<file path="src/sv/awb_pkg.sv">
// Package for the alpha weighted blend: channel widths, pixel payload types
// and the per-stage word that travels down the divider pipeline.
// No dependencies.
package awb_pkg;

  localparam int CB     = 16;          // bits per color / alpha channel
  localparam int AW     = CB + 1;      // summed alpha width
  localparam int NW     = 2 * CB + 1;  // weighted numerator width
  localparam int NUM_CH = 3;           // red, green, blue

  typedef struct packed {
    logic [CB-1:0] in_red;
    logic [CB-1:0] in_green;
    logic [CB-1:0] in_blue;
    logic [CB-1:0] in_alpha;
    logic [CB-1:0] aux_red;
    logic [CB-1:0] aux_green;
    logic [CB-1:0] aux_blue;
    logic [CB-1:0] aux_alpha;
    logic          last_pixel;
  } in_t;

  typedef struct packed {
    logic [CB-1:0] out_red;
    logic [CB-1:0] out_green;
    logic [CB-1:0] out_blue;
    logic [AW-1:0] out_alpha;
    logic          last_out;
  } out_t;

  // Per-pixel control that rides along the pipeline
  typedef struct packed {
    logic          valid;
    logic          zero;      // summed alpha is zero: force all outputs to 0
    logic          last;
    logic [AW-1:0] alpha;     // result alpha
    logic [AW-1:0] divisor;
  } ctl_t;

  // Restoring divider state for one channel: partial remainder and the
  // dividend bits still to shift in, which fill up with quotient bits.
  typedef struct packed {
    logic [AW-1:0] rem;
    logic [CB-1:0] low;
  } div_ch_t;

  typedef struct packed {
    ctl_t                      ctl;
    div_ch_t [NUM_CH-1:0]      ch;
  } div_word_t;

endpackage

</file>
<file path="src/sv/awb_div.sv">
// Pipelined restoring divider, one quotient bit per stage for all three
// color channels in parallel. Depends on awb_pkg.
module awb_div (
  input  logic               clk,
  input  logic               rst_n,
  input  logic               adv,
  input  awb_pkg::div_word_t din,
  output awb_pkg::div_word_t dout
);

  localparam int STEPS = awb_pkg::CB;

  awb_pkg::div_word_t stage_r   [STEPS];
  awb_pkg::div_word_t stage_nxt [STEPS];

  // Numerator < divisor << CB, so the top AW bits already sit below the
  // divisor and CB steps give the full quotient.
  function automatic awb_pkg::div_ch_t div_step(awb_pkg::div_ch_t c,
                                                logic [awb_pkg::AW-1:0] d);
    logic [awb_pkg::AW:0] trial;
    logic [awb_pkg::AW:0] diff;
    logic                 ge;
    awb_pkg::div_ch_t     r;
    trial  = {c.rem, c.low[awb_pkg::CB-1]};
    diff   = trial - {1'b0, d};
    ge     = (trial >= {1'b0, d});
    r.rem  = ge ? diff[awb_pkg::AW-1:0] : trial[awb_pkg::AW-1:0];
    r.low  = {c.low[awb_pkg::CB-2:0], ge};
    return r;
  endfunction

  for (genvar s = 0; s < STEPS; s++) begin : g_stage
    awb_pkg::div_word_t src;
    if (s == 0) begin : g_first
      assign src = din;
    end else begin : g_next
      assign src = stage_r[s-1];
    end

    always_comb begin
      stage_nxt[s].ctl = src.ctl;
      for (int i = 0; i < awb_pkg::NUM_CH; i++) begin
        stage_nxt[s].ch[i] = div_step(src.ch[i], src.ctl.divisor);
      end
    end

    always_ff @(posedge clk) begin
      if (!rst_n) begin
        stage_r[s].ctl.valid <= 1'b0;
      end else if (adv) begin
        stage_r[s] <= stage_nxt[s];
      end
    end
  end

  assign dout = stage_r[STEPS-1];

endmodule

</file>
<file path="config.mk">
export PLATFORM = sky130hd
export DESIGN_NAME = awb_div
export DESIGN_NICKNAME = d
export VERILOG_FILES = /design/src/sv/awb_pkg.sv /design/src/sv/awb_div.sv
export SDC_FILE = /design/constraint.sdc
export NUM_CORES = 2
export LEC_CHECK = 0
export ABC_CLOCK_PERIOD_IN_PS = 80500
export BUFFER_PORTS_ARGS = -buffer_cell sky130_fd_sc_hd__buf_2
export CORE_MARGIN = 3
export CORE_UTILIZATION = 50
export CTS_CLUSTER_SIZE = 30
export DETAILED_ROUTE_END_ITERATION = 7
export PLACE_DENSITY_LB_ADDON = 0.05
export SETUP_SLACK_MARGIN = 0.2
export SYNTH_ARGS = -nofsm -noshare
export SYNTH_HDL_FRONTEND = slang
export SYNTH_SLANG_ARGS = --single-unit
</file>
<file path="constraint.sdc">
create_clock -name clk -period 80.5 [get_ports clk]
set_input_delay 16.1 -clock clk [delete_from_list [all_inputs] [get_ports clk]]
set_output_delay 16.1 -clock clk [all_outputs]
set_load 0.02 [all_outputs]
</file>
== Word level (Yosys, flattened, before mapping) ==
Memory sizes are Yosys's and may differ from the RTL's.
Index checks and enable logic that the tools add are counted.

* Memories: 1
* Memory bits (writable): 2176
* Flip-flop bits (word level): 0
* Word-level logic and storage cells: 181

* Bitwise logic cells: 16
* Mux-type cells: 68
* Order comparisons: 48
* $add $sub $neg: 48

{| class="wikitable"
|+ Memories
! memory !! words !! width !! rd ports !! clocked after Yosys merged registers in !! write ports !! line !! source
|-
| stage_r || 16 || 136 || 16 || 0 || 16 || awb_div.sv:13 || <nowiki>awb_pkg::div_word_t stage_r [STEPS];</nowiki>
|}

{| class="wikitable"
|+ Operators with widths
! kind !! number
|-
| $ge A18 B17 Y1 || 48
|-
| $mux W17 || 48
|-
| $sub A17 B17 Y17 || 48
|-
| $mux W1 || 20
|-
| $or A1 B1 Y1 || 16
|}

== Longest topological paths before layout ==
* Depth in word-level cells: 4
* Mapped depth: 15

== Worst setup path before layout ==
OpenSTA, ideal clock, no wires.

* Path kind: input to register
* From: input rst_n
* To: memory stage_r[0][0] (netlist name), enable pin
* Stages on the path: 2
* Arrival: 64.931 ns
* Setup slack: 12.730 ns
* Cells stage by stage: clkbuf_1 -> and2_1

{| class="wikitable"
|+ RTL lines
! element !! line !! source
|-
| start: declaration || awb_div.sv:5 || <nowiki>input logic rst_n,</nowiki>
|-
| end: declaration || awb_div.sv:13 ||
|}

==> reports/qor.yml <==
yosysSeqAreaShare: 0.584
post_route_cells_drive_above_1_share: 0.137
finished_cell_area_um2: 124000
use_met3: 0.0292
grt.busiest_layer: "met2"
design.die.area_um2: 229000
number_of_synthesized_flops_with_an_enable_pin: 2175
io-pin-count: 275
totalNegativeSetupSlack_ps: 0
chipHeight_um: 479
clock_tree.buffer_depth: 3
outcome: "finished clean"
crit_path_required_time_ps: 80950
number_of_nets_produced_by_synthesis: 9530
final_antenna_net_count: 0
syn_area_per_cell_um2: 13.1
worst_clock_skew_ps: 105
worst-setup-path-type: "input port to flip-flop"
finalCritPeriodShare: 0.277
n_fill_cell: 18200
registers.top_by_ff_count: "stage_r"
synth_top_cell_area_share: 0.584
grt_start_max_net_pins: 169
post-synth-top-count-cell: "sky130_fd_sc_hd__edfxtp_1"
start_util: 0.506
synth_commonest_cells: "sky130_fd_sc_hd__edfxtp_1, sky130_fd_sc_hd__ha_1, sky130_fd_sc_hd__a21oi_1"
rsz0062_at_grt: "false"
die_width_um: 479
synth.ff_latch_count: 2176
detail_route.wirelength_mm: 265
tightest_slew_ps: 1280
route.detailed.wl_per_inst_um: 21.8
number_of_antenna_violations_at_the_first_check_in_global_routing: 8
worst-path-max-fanout: 168
worst_ep_arrival_time_ps: 22710
port_buffers: 274
clock_sink_count: 2176
detailedPlacementHpwl_mm: 205
grt_usage: 0.227
synthArstFlopShare: 0
cts-htree-levels: 4
multi_input_comb_area_um2: 44100
yosysWarningCount: 0
cts_resized: 0
path_clk_slew_ps: 60
core.rowCount: 172
slew_viol_final: 0
layout_top_registers: "stage_r (2176)"
grt.met1_usage: 0.321
seqCellArea_um2: 65300
first_global_vias: 67300
hold_removal_path_class: "flip-flop to flip-flop"
power.leakage_nw: 47.3
grt_first_pass_wirelength_mm: 402
ff2ff_setup_slack_ps: 75940
placed_cell_area_um2: 117000
synthCells: 8527
cp-start-kind: "input port"
final_period_minus_worst_setup_slack_ps: 22260
synth_flop_cell: "sky130_fd_sc_hd__edfxtp_1"
synthDominantAreaCellType: "sky130_fd_sc_hd__edfxtp_1"
grt_use_met2: 0.366
setup.worst_path.end_class: "flip-flop"
syn2layout_area_growth_pct: 11.2
max-vdd-ir-drop_mv: 0.0208
avgViaCountPerCell: 5.67
post_cts.repair.setup_buffers: 0
worst_slew_margin_rel: 0.127
fin_nets: 9996
timing_hold_violations_final: 0
starting_drt_drc_count: 5004
postCtsHoldBufs: 0
gp_routability_congestion: 0.913
netlist_area_pre_place_um2: 112000
cts_made_buffers: 227
clockRootBuffer: "sky130_fd_sc_hd__clkbuf_16"
synth.top_cells.by_area: "sky130_fd_sc_hd__edfxtp_1, sky130_fd_sc_hd__ha_1, sky130_fd_sc_hd__mux2_2, sky130_fd_sc_hd__xnor2_1, sky130_fd_sc_hd__a21oi_1"
cts_tree: "built"
grt_remaining_overflow: 0
largest_register_ff_count: 2176
firstDrtPassIters: 8
synth.distinct_cells: 91
max_freq_ghz: 0.0449
cellPowerDensity_nw_per_um2: 24.2
core_area_um2: 221000
routed-via-count: 68700
post-route-drc-count: 0
insertion_delay_ps: 880
number_of_setup_violations_in_the_final_report: 0
reported_max_cap_violation_count: 0
-- stage by stage --
| step | power (mW) | setup WS [ps] | util | hold WS, ps | instances |
|---|---|---|---|---|---|
| CTS | 3.05 | 58320 | 0.563 | 384 | 12100 |
| global route | 3.16 | 57730 | 0.563 | 389 | 12100 |
| floorplan | 1.95 | 12730 | - | 400 | 8527 |
| global placement | 2.00 | 57580 | 0.529 | 400 | 11700 |
| detailed placement | 2.01 | 57380 | 0.529 | 405 | 11700 |
| finish | 3.01 | 58240 | 0.563 | 382 | 12100 |
-- where the power goes --
group / total (mW) / internal [mW] / leakage, nW / switching (mW)
Sequential: 1.40 / 1.36 / 20.4 / 0.0435
Clock: 1.02 / 0.576 / 3.50 / 0.443
Combinational: 0.595 / 0.254 / 23.4 / 0.341
Total: 3.01 / 2.18 / 47.3 / 0.828
-- kinds of logic (layout without fill, tap and decap cells) --
family | Yosys count | after routing | share of synthesized area
AO/OA/AOI/OAI | 2128 | 2128 | 0.123
AND/OR/NAND/NOR | 1554 | 1554 | 0.0656
flip-flops | 2176 | 2176 | 0.584
other | 0 | 5 | 0
multiplexers | 540 | 540 | 0.0552
buffers and inverters | 626 | 1268 | 0.0224
XOR/XNOR | 639 | 639 | 0.0501
adder cells (fa/ha/maj) | 864 | 864 | 0.0999
-- worst paths after layout --
path,cells after the start,start,endpoint
setup / recovery,9,rst_n,stage_r[0][1008]$_DFFE_PP_
hold / removal,0,stage_r[0][36]$_DFFE_PP_,stage_r[0][173]$_DFFE_PP_
setup reg to reg,11,stage_r[1][643]$_DFFE_PP_,stage_r[1][770]$_DFFE_PP_
hold reg to reg,0,stage_r[0][36]$_DFFE_PP_,stage_r[0][173]$_DFFE_PP_
-- metal layers --
metal  part of all wire  wire (um)  vias to the layer above
met5                  0          0                        -
met4              0.034       9070                        0
met3              0.042      11200                      394
met2               0.46     123000                     1510
met1               0.46     122000                    33500
li1                   -          -                    33300
-- cell type report --
| cell class | instances | area share |
|---|---|---|
| diodes | 5 | 0.000101 |
| clock buffers | 266 | 0.0468 |
| clock inverters | 139 | 0.0125 |
| inverters | 526 | 0.0159 |
| multi-input cells | 5725 | 0.355 |
| flip-flops and latches | 2176 | 0.525 |
| well taps | 2958 | 0.0298 |
| repair buffers | 337 | 0.0150 |
-- cells in the final DEF, fill, tap and decap left out, types with 21 or more instances in the layout --
cell type                   instances
sky130_fd_sc_hd__mux2i_1           40
sky130_fd_sc_hd__mux2_4            37
sky130_fd_sc_hd__a211oi_1          86
sky130_fd_sc_hd__a211o_1           22
sky130_fd_sc_hd__clkbuf_16        227
sky130_fd_sc_hd__a21oi_1          637
sky130_fd_sc_hd__nor2_1           497
sky130_fd_sc_hd__clkbuf_1          39
sky130_fd_sc_hd__nand2_1          387
sky130_fd_sc_hd__nand2b_1          55
sky130_fd_sc_hd__and3_1            51
sky130_fd_sc_hd__nand3_1           73
sky130_fd_sc_hd__o31a_1            46
sky130_fd_sc_hd__fa_1              48
sky130_fd_sc_hd__a21o_1           301
sky130_fd_sc_hd__o21bai_1         126
sky130_fd_sc_hd__o41ai_1           21
sky130_fd_sc_hd__nor2b_1           81
sky130_fd_sc_hd__inv_1            525
sky130_fd_sc_hd__o31ai_1           58
sky130_fd_sc_hd__clkinv_1          50
sky130_fd_sc_hd__o21a_1           100
sky130_fd_sc_hd__buf_2            274
sky130_fd_sc_hd__or3_1             43
sky130_fd_sc_hd__a31oi_1           71
sky130_fd_sc_hd__buf_4             61
sky130_fd_sc_hd__or2_2             33
sky130_fd_sc_hd__xnor2_1          404
sky130_fd_sc_hd__o211ai_1          37
sky130_fd_sc_hd__ha_1             816
sky130_fd_sc_hd__edfxtp_1        2175
sky130_fd_sc_hd__o21ai_0          422
sky130_fd_sc_hd__nor3_1           128
sky130_fd_sc_hd__mux2_2           453
sky130_fd_sc_hd__clkinv_2          23
sky130_fd_sc_hd__nand4_1          134
sky130_fd_sc_hd__xor2_1           235
-- critical path, stage by stage --
cell and delay (ps):
sky130_fd_sc_hd__buf_2 220, sky130_fd_sc_hd__and2_4 720, sky130_fd_sc_hd__buf_4 730, sky130_fd_sc_hd__buf_4 810
sky130_fd_sc_hd__buf_12 620, sky130_fd_sc_hd__buf_4 560, sky130_fd_sc_hd__buf_4 780, sky130_fd_sc_hd__buf_12 610
sky130_fd_sc_hd__buf_4 920
(Power assumes the default switching activity.)
