<file path="src/sv/awb_pkg.sv">
// Package for the alpha weighted blend: channel widths, pixel payload types
// and the per-stage word that travels down the divider pipeline.
// No dependencies.
package awb_pkg;

  localparam int CB     = 16;          // bits per color / alpha channel
  localparam int AW     = CB + 1;      // summed alpha width
  localparam int NW     = 2 * CB + 1;  // weighted numerator width
  localparam int NUM_CH = 3;           // red, green, blue

  typedef struct packed {
    logic [CB-1:0] in_red;
    logic [CB-1:0] in_green;
    logic [CB-1:0] in_blue;
    logic [CB-1:0] in_alpha;
    logic [CB-1:0] aux_red;
    logic [CB-1:0] aux_green;
    logic [CB-1:0] aux_blue;
    logic [CB-1:0] aux_alpha;
    logic          last_pixel;
  } in_t;

  typedef struct packed {
    logic [CB-1:0] out_red;
    logic [CB-1:0] out_green;
    logic [CB-1:0] out_blue;
    logic [AW-1:0] out_alpha;
    logic          last_out;
  } out_t;

  // Per-pixel control that rides along the pipeline
  typedef struct packed {
    logic          valid;
    logic          zero;      // summed alpha is zero: force all outputs to 0
    logic          last;
    logic [AW-1:0] alpha;     // result alpha
    logic [AW-1:0] divisor;
  } ctl_t;

  // Restoring divider state for one channel: partial remainder and the
  // dividend bits still to shift in, which fill up with quotient bits.
  typedef struct packed {
    logic [AW-1:0] rem;
    logic [CB-1:0] low;
  } div_ch_t;

  typedef struct packed {
    ctl_t                      ctl;
    div_ch_t [NUM_CH-1:0]      ch;
  } div_word_t;

endpackage

</file>
<file path="src/sv/awb_front.sv">
// Front end of the blend pipeline: alpha-weighted products, then the
// rounded numerators. Two register stages. Depends on awb_pkg.
module awb_front (
  input  logic               clk,
  input  logic               rst_n,
  input  logic               adv,
  input  logic               in_valid,
  input  awb_pkg::in_t       in_data,
  input  logic               aux_enable,
  output awb_pkg::div_word_t dout
);

  logic [2*awb_pkg::CB-1:0] prod1_r [awb_pkg::NUM_CH];
  logic [2*awb_pkg::CB-1:0] prod2_r [awb_pkg::NUM_CH];
  logic [2*awb_pkg::CB-1:0] prod1_nxt [awb_pkg::NUM_CH];
  logic [2*awb_pkg::CB-1:0] prod2_nxt [awb_pkg::NUM_CH];
  logic [awb_pkg::AW-1:0]   half_r, half_nxt;
  awb_pkg::ctl_t            ctl_r, ctl_nxt;
  awb_pkg::div_word_t       word_r, word_nxt;

  logic [awb_pkg::CB-1:0]   wt1, wt2;
  logic [awb_pkg::AW-1:0]   asum;
  logic [awb_pkg::CB-1:0]   c1 [awb_pkg::NUM_CH];
  logic [awb_pkg::CB-1:0]   c2 [awb_pkg::NUM_CH];

  assign c1[0] = in_data.in_red;
  assign c1[1] = in_data.in_green;
  assign c1[2] = in_data.in_blue;
  assign c2[0] = in_data.aux_red;
  assign c2[1] = in_data.aux_green;
  assign c2[2] = in_data.aux_blue;

  // Pass-through runs as a weight of one on the first pixel over a divisor
  // of one, so the divider hands back the first color unchanged.
  always_comb begin
    asum = {1'b0, in_data.in_alpha} + {1'b0, in_data.aux_alpha};
    if (aux_enable) begin
      wt1             = in_data.in_alpha;
      wt2             = in_data.aux_alpha;
      ctl_nxt.divisor = asum;
      ctl_nxt.alpha   = asum;
      ctl_nxt.zero    = (asum == '0);
    end else begin
      wt1             = {{(awb_pkg::CB-1){1'b0}}, 1'b1};
      wt2             = '0;
      ctl_nxt.divisor = {{(awb_pkg::AW-1){1'b0}}, 1'b1};
      ctl_nxt.alpha   = {1'b0, in_data.in_alpha};
      ctl_nxt.zero    = 1'b0;
    end
    ctl_nxt.valid = in_valid;
    ctl_nxt.last  = in_data.last_pixel;
    half_nxt      = ctl_nxt.divisor >> 1;
    for (int i = 0; i < awb_pkg::NUM_CH; i++) begin
      prod1_nxt[i] = wt1 * c1[i];
      prod2_nxt[i] = wt2 * c2[i];
    end
  end

  always_comb begin
    word_nxt.ctl = ctl_r;
    for (int i = 0; i < awb_pkg::NUM_CH; i++) begin
      {word_nxt.ch[i].rem, word_nxt.ch[i].low} =
          {1'b0, prod1_r[i]} + {1'b0, prod2_r[i]}
          + {{(awb_pkg::NW-awb_pkg::AW){1'b0}}, half_r};
    end
  end

  always_ff @(posedge clk) begin
    if (!rst_n) begin
      ctl_r.valid      <= 1'b0;
      word_r.ctl.valid <= 1'b0;
    end else if (adv) begin
      ctl_r   <= ctl_nxt;
      half_r  <= half_nxt;
      prod1_r <= prod1_nxt;
      prod2_r <= prod2_nxt;
      word_r  <= word_nxt;
    end
  end

  assign dout = word_r;

endmodule

</file>
<file path="config.mk">
export PLATFORM = sky130hd
export DESIGN_NAME = awb_front
export DESIGN_NICKNAME = d
export VERILOG_FILES = /design/src/sv/awb_pkg.sv /design/src/sv/awb_front.sv
export SDC_FILE = /design/constraint.sdc
export NUM_CORES = 2
export LEC_CHECK = 0
export ABC_AREA = 1
export ABC_CLOCK_PERIOD_IN_PS = 17800
export BUFFER_PORTS_ARGS = -buffer_cell sky130_fd_sc_hd__buf_2
export CAP_MARGIN = 20
export CORE_AREA = 2 2 503 405
export DETAILED_ROUTE_END_ITERATION = 8
export DIE_AREA = 0 0 505 407
export PLACE_DENSITY_LB_ADDON = 0.12
export SLEW_MARGIN = 20
export SYNTH_ARGS = -nofsm -noshare
export SYNTH_HDL_FRONTEND = slang
export SYNTH_SLANG_ARGS = --single-unit
</file>
<file path="constraint.sdc">
create_clock -name clk -period 17.8 [get_ports clk]
set_input_delay 0 -clock clk [delete_from_list [all_inputs] [get_ports clk]]
set_output_delay 0 -clock clk [all_outputs]
set_load 0.03 [all_outputs]
</file>
After elaboration in Yosys (flattened, before gate mapping)
Index checks and enable logic that the tools add are counted.
- flip-flop bits (word level): 365
- latch bits: 0
- bits in writable memories: 0
- bits in read-only memories: 0
- logic and storage cells: 42
- memories kept: 0
- $add $sub $neg: 7
- $mul: 6
- div/mod/pow operators: 0
- $lt $le $gt $ge: 0
- equal/unequal tests: 0
- shift operators: 0
- mux-type cells: 3
- bitwise operators: 0
- reduce and logical (&&, ||, !) cells: 2
- operator list (kind ; number):
    $mul 16x16->32 ; 6
    $add 32x32->33 ; 3
    $add 33x16->33 ; 3
    $mux 33 ; 1
    $mux 16 ; 2
    $add 16x16->17 ; 1
    $logic_not 17->1 ; 1
    $reduce_and 2->1 ; 1

Logic depth before layout (Yosys ltp)
- depth after elaboration: 2
- depth in mapped cells: 30
- gate-level depth less buffers: 28

Least setup slack after synthesis
Ideal clock, no wire load.
- kind: input-to-reg
- from: input rst_n
- to: register ctl_r[0] (netlist name) (enable)
- arrival time: 6945 ps
- data required time: 17090 ps
- slack: 10145 ps
- stages: 2
- buffers on the path: 0
- path through: nand2_1 inv_1
- word-level cells in the longest chain between the ends: 1
- ends and longest elaborated chain (item ; RTL line ; source):
    start: declaration ; awb_front.sv:5 ; input logic rst_n,
    $reduce_and 2->1 (no line) ; - ;
    end signal: assignment ; awb_front.sv:73 ; ctl_r <= ctl_nxt;
    end: declaration ; awb_front.sv:18 ; awb_pkg::ctl_t ctl_r, ctl_nxt;
Every way passes these cells.
A chain may end at the register's enable or synchronous reset.

==> results.toml <==
[worst_setup_path]
r2r-end = "dout[25]"
critPathMaxStageDelay_ns = 0.83
arrival_ns = 7.38
worstSetupEndpointType = "flop"
crit_slowest_cell = "inv_1"
r2r_cells = 8
cp-start-kind = "input port"
cp_top_family = "adder cells"
worstPathRequired_ns = 18.13
critPathMostFrequentCell = "inv_1"
worstPathMaxFanout = 18
criticalPathCategory = "input port to flop"
critPathBufInv = 11
reg2reg_setup_slack_ns = 14.33
r2r-start = "ctl_r[13]"

[synth]
yosys_most_used_dff = "edfxtp_1"
yosysTopAreaCell = "fa_1"
yosysMostFrequentCell = "inv_1"
synth_mux_area_share_pct = 0
avgSynthCellArea_um2 = 8.537
synth_nets = 10318
synth_cell_types = 47
synth_top_family_by_area = "adder cells"
synth-simple-area-share_pct = 16.04
synth-xor-area-share_pct = 2.882
ys_top_cells_by_count = "inv_1 (1797), nand2_1 (1559), fa_1 (1216)"
syn_area_mm2 = 0.06989
synth_fa_ha_area_share_pct = 48.81
ys_seq_area_share_pct = 15.57
synth-edff-count = 361
ys_top_cells_by_area = "fa_1 (35%), edfxtp_1 (16%), ha_1 (14%)"
synth-async-reset-ratio_pct = 0
synth_seq_cells = 363
synth_compound_area_share_pct = 5.544
post_synth_inst_count = 8187
yosys.area.top_type_share_pct = 34.83
yosysWarnings = 0

[worst_hold_path]
worstHoldStart = "in_data[16]"
whs_path_depth = 4
min_to = "ctl_r[33]"
worstHoldPathType = "input port to flop"

[route]
drt_wl_total_um = 240700
drt-pass1-iter-count = 6
via_per_inst = 4.940
wire_per_inst_um = 21.78
dr_total_vias = 54593
post-route-drc-count = 0
antenna_left = 0
drtIter0Drc = 3954

[sta]
rsz0062_at_grt = "no"
drv_slew = 0
period_needed_ns = 7.053
hold_violations = 0
maxSlewHeadroom_pct = 24.85
max_freq_mhz = 141.8
hold_slack_ns = 0.05322
finalCritPeriodShare_pct = 39.62
setup_viol = 0
finClkSkew_ns = 0.04348
worstMarginPinSlew_ns = 1.126
fin_tns_setup_ns = 0

[power_and_ir_drop]
peakVddDrop_uv = 90.39
finalPower_mw = 11.63
leakage_nw = 37.95
cellPowerDensity_mw_per_mm2 = 154.0

[cts]
cts_root_buffer = "clkbuf_16"
htree_levels = 2
cts_resized = 0
clk_latency_ns = 0.62
cts_buffers = 37
cts_hold_repair.buffers = 24
post-cts-setup-buffers = 0
cts.sinks = 363
cts_buffer_depth = 3
cts.clk_slew.worst_paths_ns = 0.07
cts_tree = "done"

[die]
die_width_um = 505
core-area_mm2 = 0.2001
start_util_pct = 34.93
io_pins = 270
die_area_mm2 = 0.2055
row_count = 147
die_y_um = 407

[run_status]
outcome = "complete, no violations"

[global_route]
grt_max_degree = 100
grt_util_all_layers_pct = 23.65
gr-total-overflow = 0
grt_pass1_wl_um = 365800
grt_pass1_vias = 57638
grt_antenna_before_repair = 16

[place]
gp_congestion = 0.9105
portBuffers = 269
dp_hpwl_um = 197300

[cells_and_area]
drive_above_1_share_pct = 5.425
nets = 10473
area_delta_synth_final_pct = 8.052
fill_cells = 20891

[flow_run]
drv_cap = 0
through the flow:
step / instances / util [%] / cell area (um^2) / worst slack, ns
after global routing: 11051 / 37.74 / 75520 / 10.45
final: 11052 / 37.74 / 75520 / 10.75
after floorplan: 8187 / - / 69890 / 10.15
after detailed placement: 10961 / 37.02 / 74090 / 10.28
after global placement: 10961 / 37.02 / 74090 / 10.32
after CTS: 11050 / 37.74 / 75510 / 10.80
how the worst max path moves through the flow:
stage	slack [ns]	cells after the start	startpoint	to
finish	10.75	28	in_data[72]	prod1_r[91]
global placement	10.32	28	aux_enable	prod1_r[91]
floorplan	10.15	2	rst_n	ctl_r[0]
CTS	10.80	28	in_data[72]	prod1_r[91]
detailed placement	10.28	28	aux_enable	prod1_r[91]
global route	10.45	28	in_data[72]	prod1_r[91]
final cells by class:
class                           count  area, um^2  area share [%]
Antenna cell                        2       5.005        0.006627
Inverter                         1823        6850           9.071
Timing Repair Buffer              350        2014           2.667
Clock inverter                     20       229.0          0.3032
Multi-Input combinational cell   5767       51230           67.84
Clock buffer                       45       955.9           1.266
Tap cell                         2682        3356           4.443
Sequential cell                   363       10880           14.41
report_power, final:
group | switching [mW] | internal [mW]
Combinational | 5.89 | 3.05
Clock | 0.379 | 0.434
Sequential | 0.252 | 1.63
Total | 6.52 | 5.11
logic make-up after synthesis:
group | after synthesis
AOI/OAI and AO/OA | 673
xor gates and xnor gates | 230
adders and majority gates | 1997
buffers and inverters | 2057
DFF | 363
and+or+nand+nor | 2867
layer usage:
metal | track usage, % | part of all wire (%) | up-vias
met3 | 3.051 | 6.0 | 217
met4 | 6.508 | 3.1 | 6
met5 | 0 | 0.013 | -
li1 | - | - | 25176
met1 | 33.90 | 46 | 27562
met2 | 37.51 | 45 | 1632
layout by cell type (no fill, tap or decap), drive strengths merged:
| master | netlist | routed |
|---|---|---|
| dfxtp | 2 | 2 |
| o311ai | 2 | 2 |
| xor2 | 170 | 170 |
| edfxtp | 361 | 361 |
| nand3b | 6 | 6 |
| ha | 781 | 781 |
| o21a | 13 | 13 |
| a21o | 35 | 35 |
| bufinv | 0 | 3 |
| nor3 | 60 | 60 |
| and3 | 5 | 5 |
| a21boi | 8 | 8 |
| o221ai | 1 | 1 |
| dlygate4sd3 | 0 | 24 |
| nand3 | 154 | 154 |
| o2111ai | 3 | 3 |
| o211ai | 16 | 16 |
| nor2 | 1033 | 1033 |
| inv | 1808 | 1809 |
| a21oi | 331 | 331 |
| nor4 | 12 | 12 |
| buf | 65 | 326 |
| xnor2 | 60 | 60 |
| nand4 | 27 | 27 |
| o21ai | 211 | 211 |
| clkinvlp | 0 | 2 |
| and2 | 3 | 3 |
| o211a | 1 | 1 |
| a31oi | 19 | 19 |
| fa | 1216 | 1216 |
| o21bai | 27 | 27 |
| clkbuf | 169 | 45 |
| a211oi | 6 | 6 |
| diode | 0 | 2 |
| nand2 | 1567 | 1567 |
| clkinv | 15 | 29 |
worst min-delay path: stages:
cell and delay (ns):
buf_2 0.15, ha_1 0.15, o21bai_1 0.13, and2_1 0.13
registers in the layout, indices dropped and copies added (netlist names):
signal	flops
prod1_r	96
ctl_r	36
dout	135
prod2_r	96
Power figures use the tool's default switching activity.
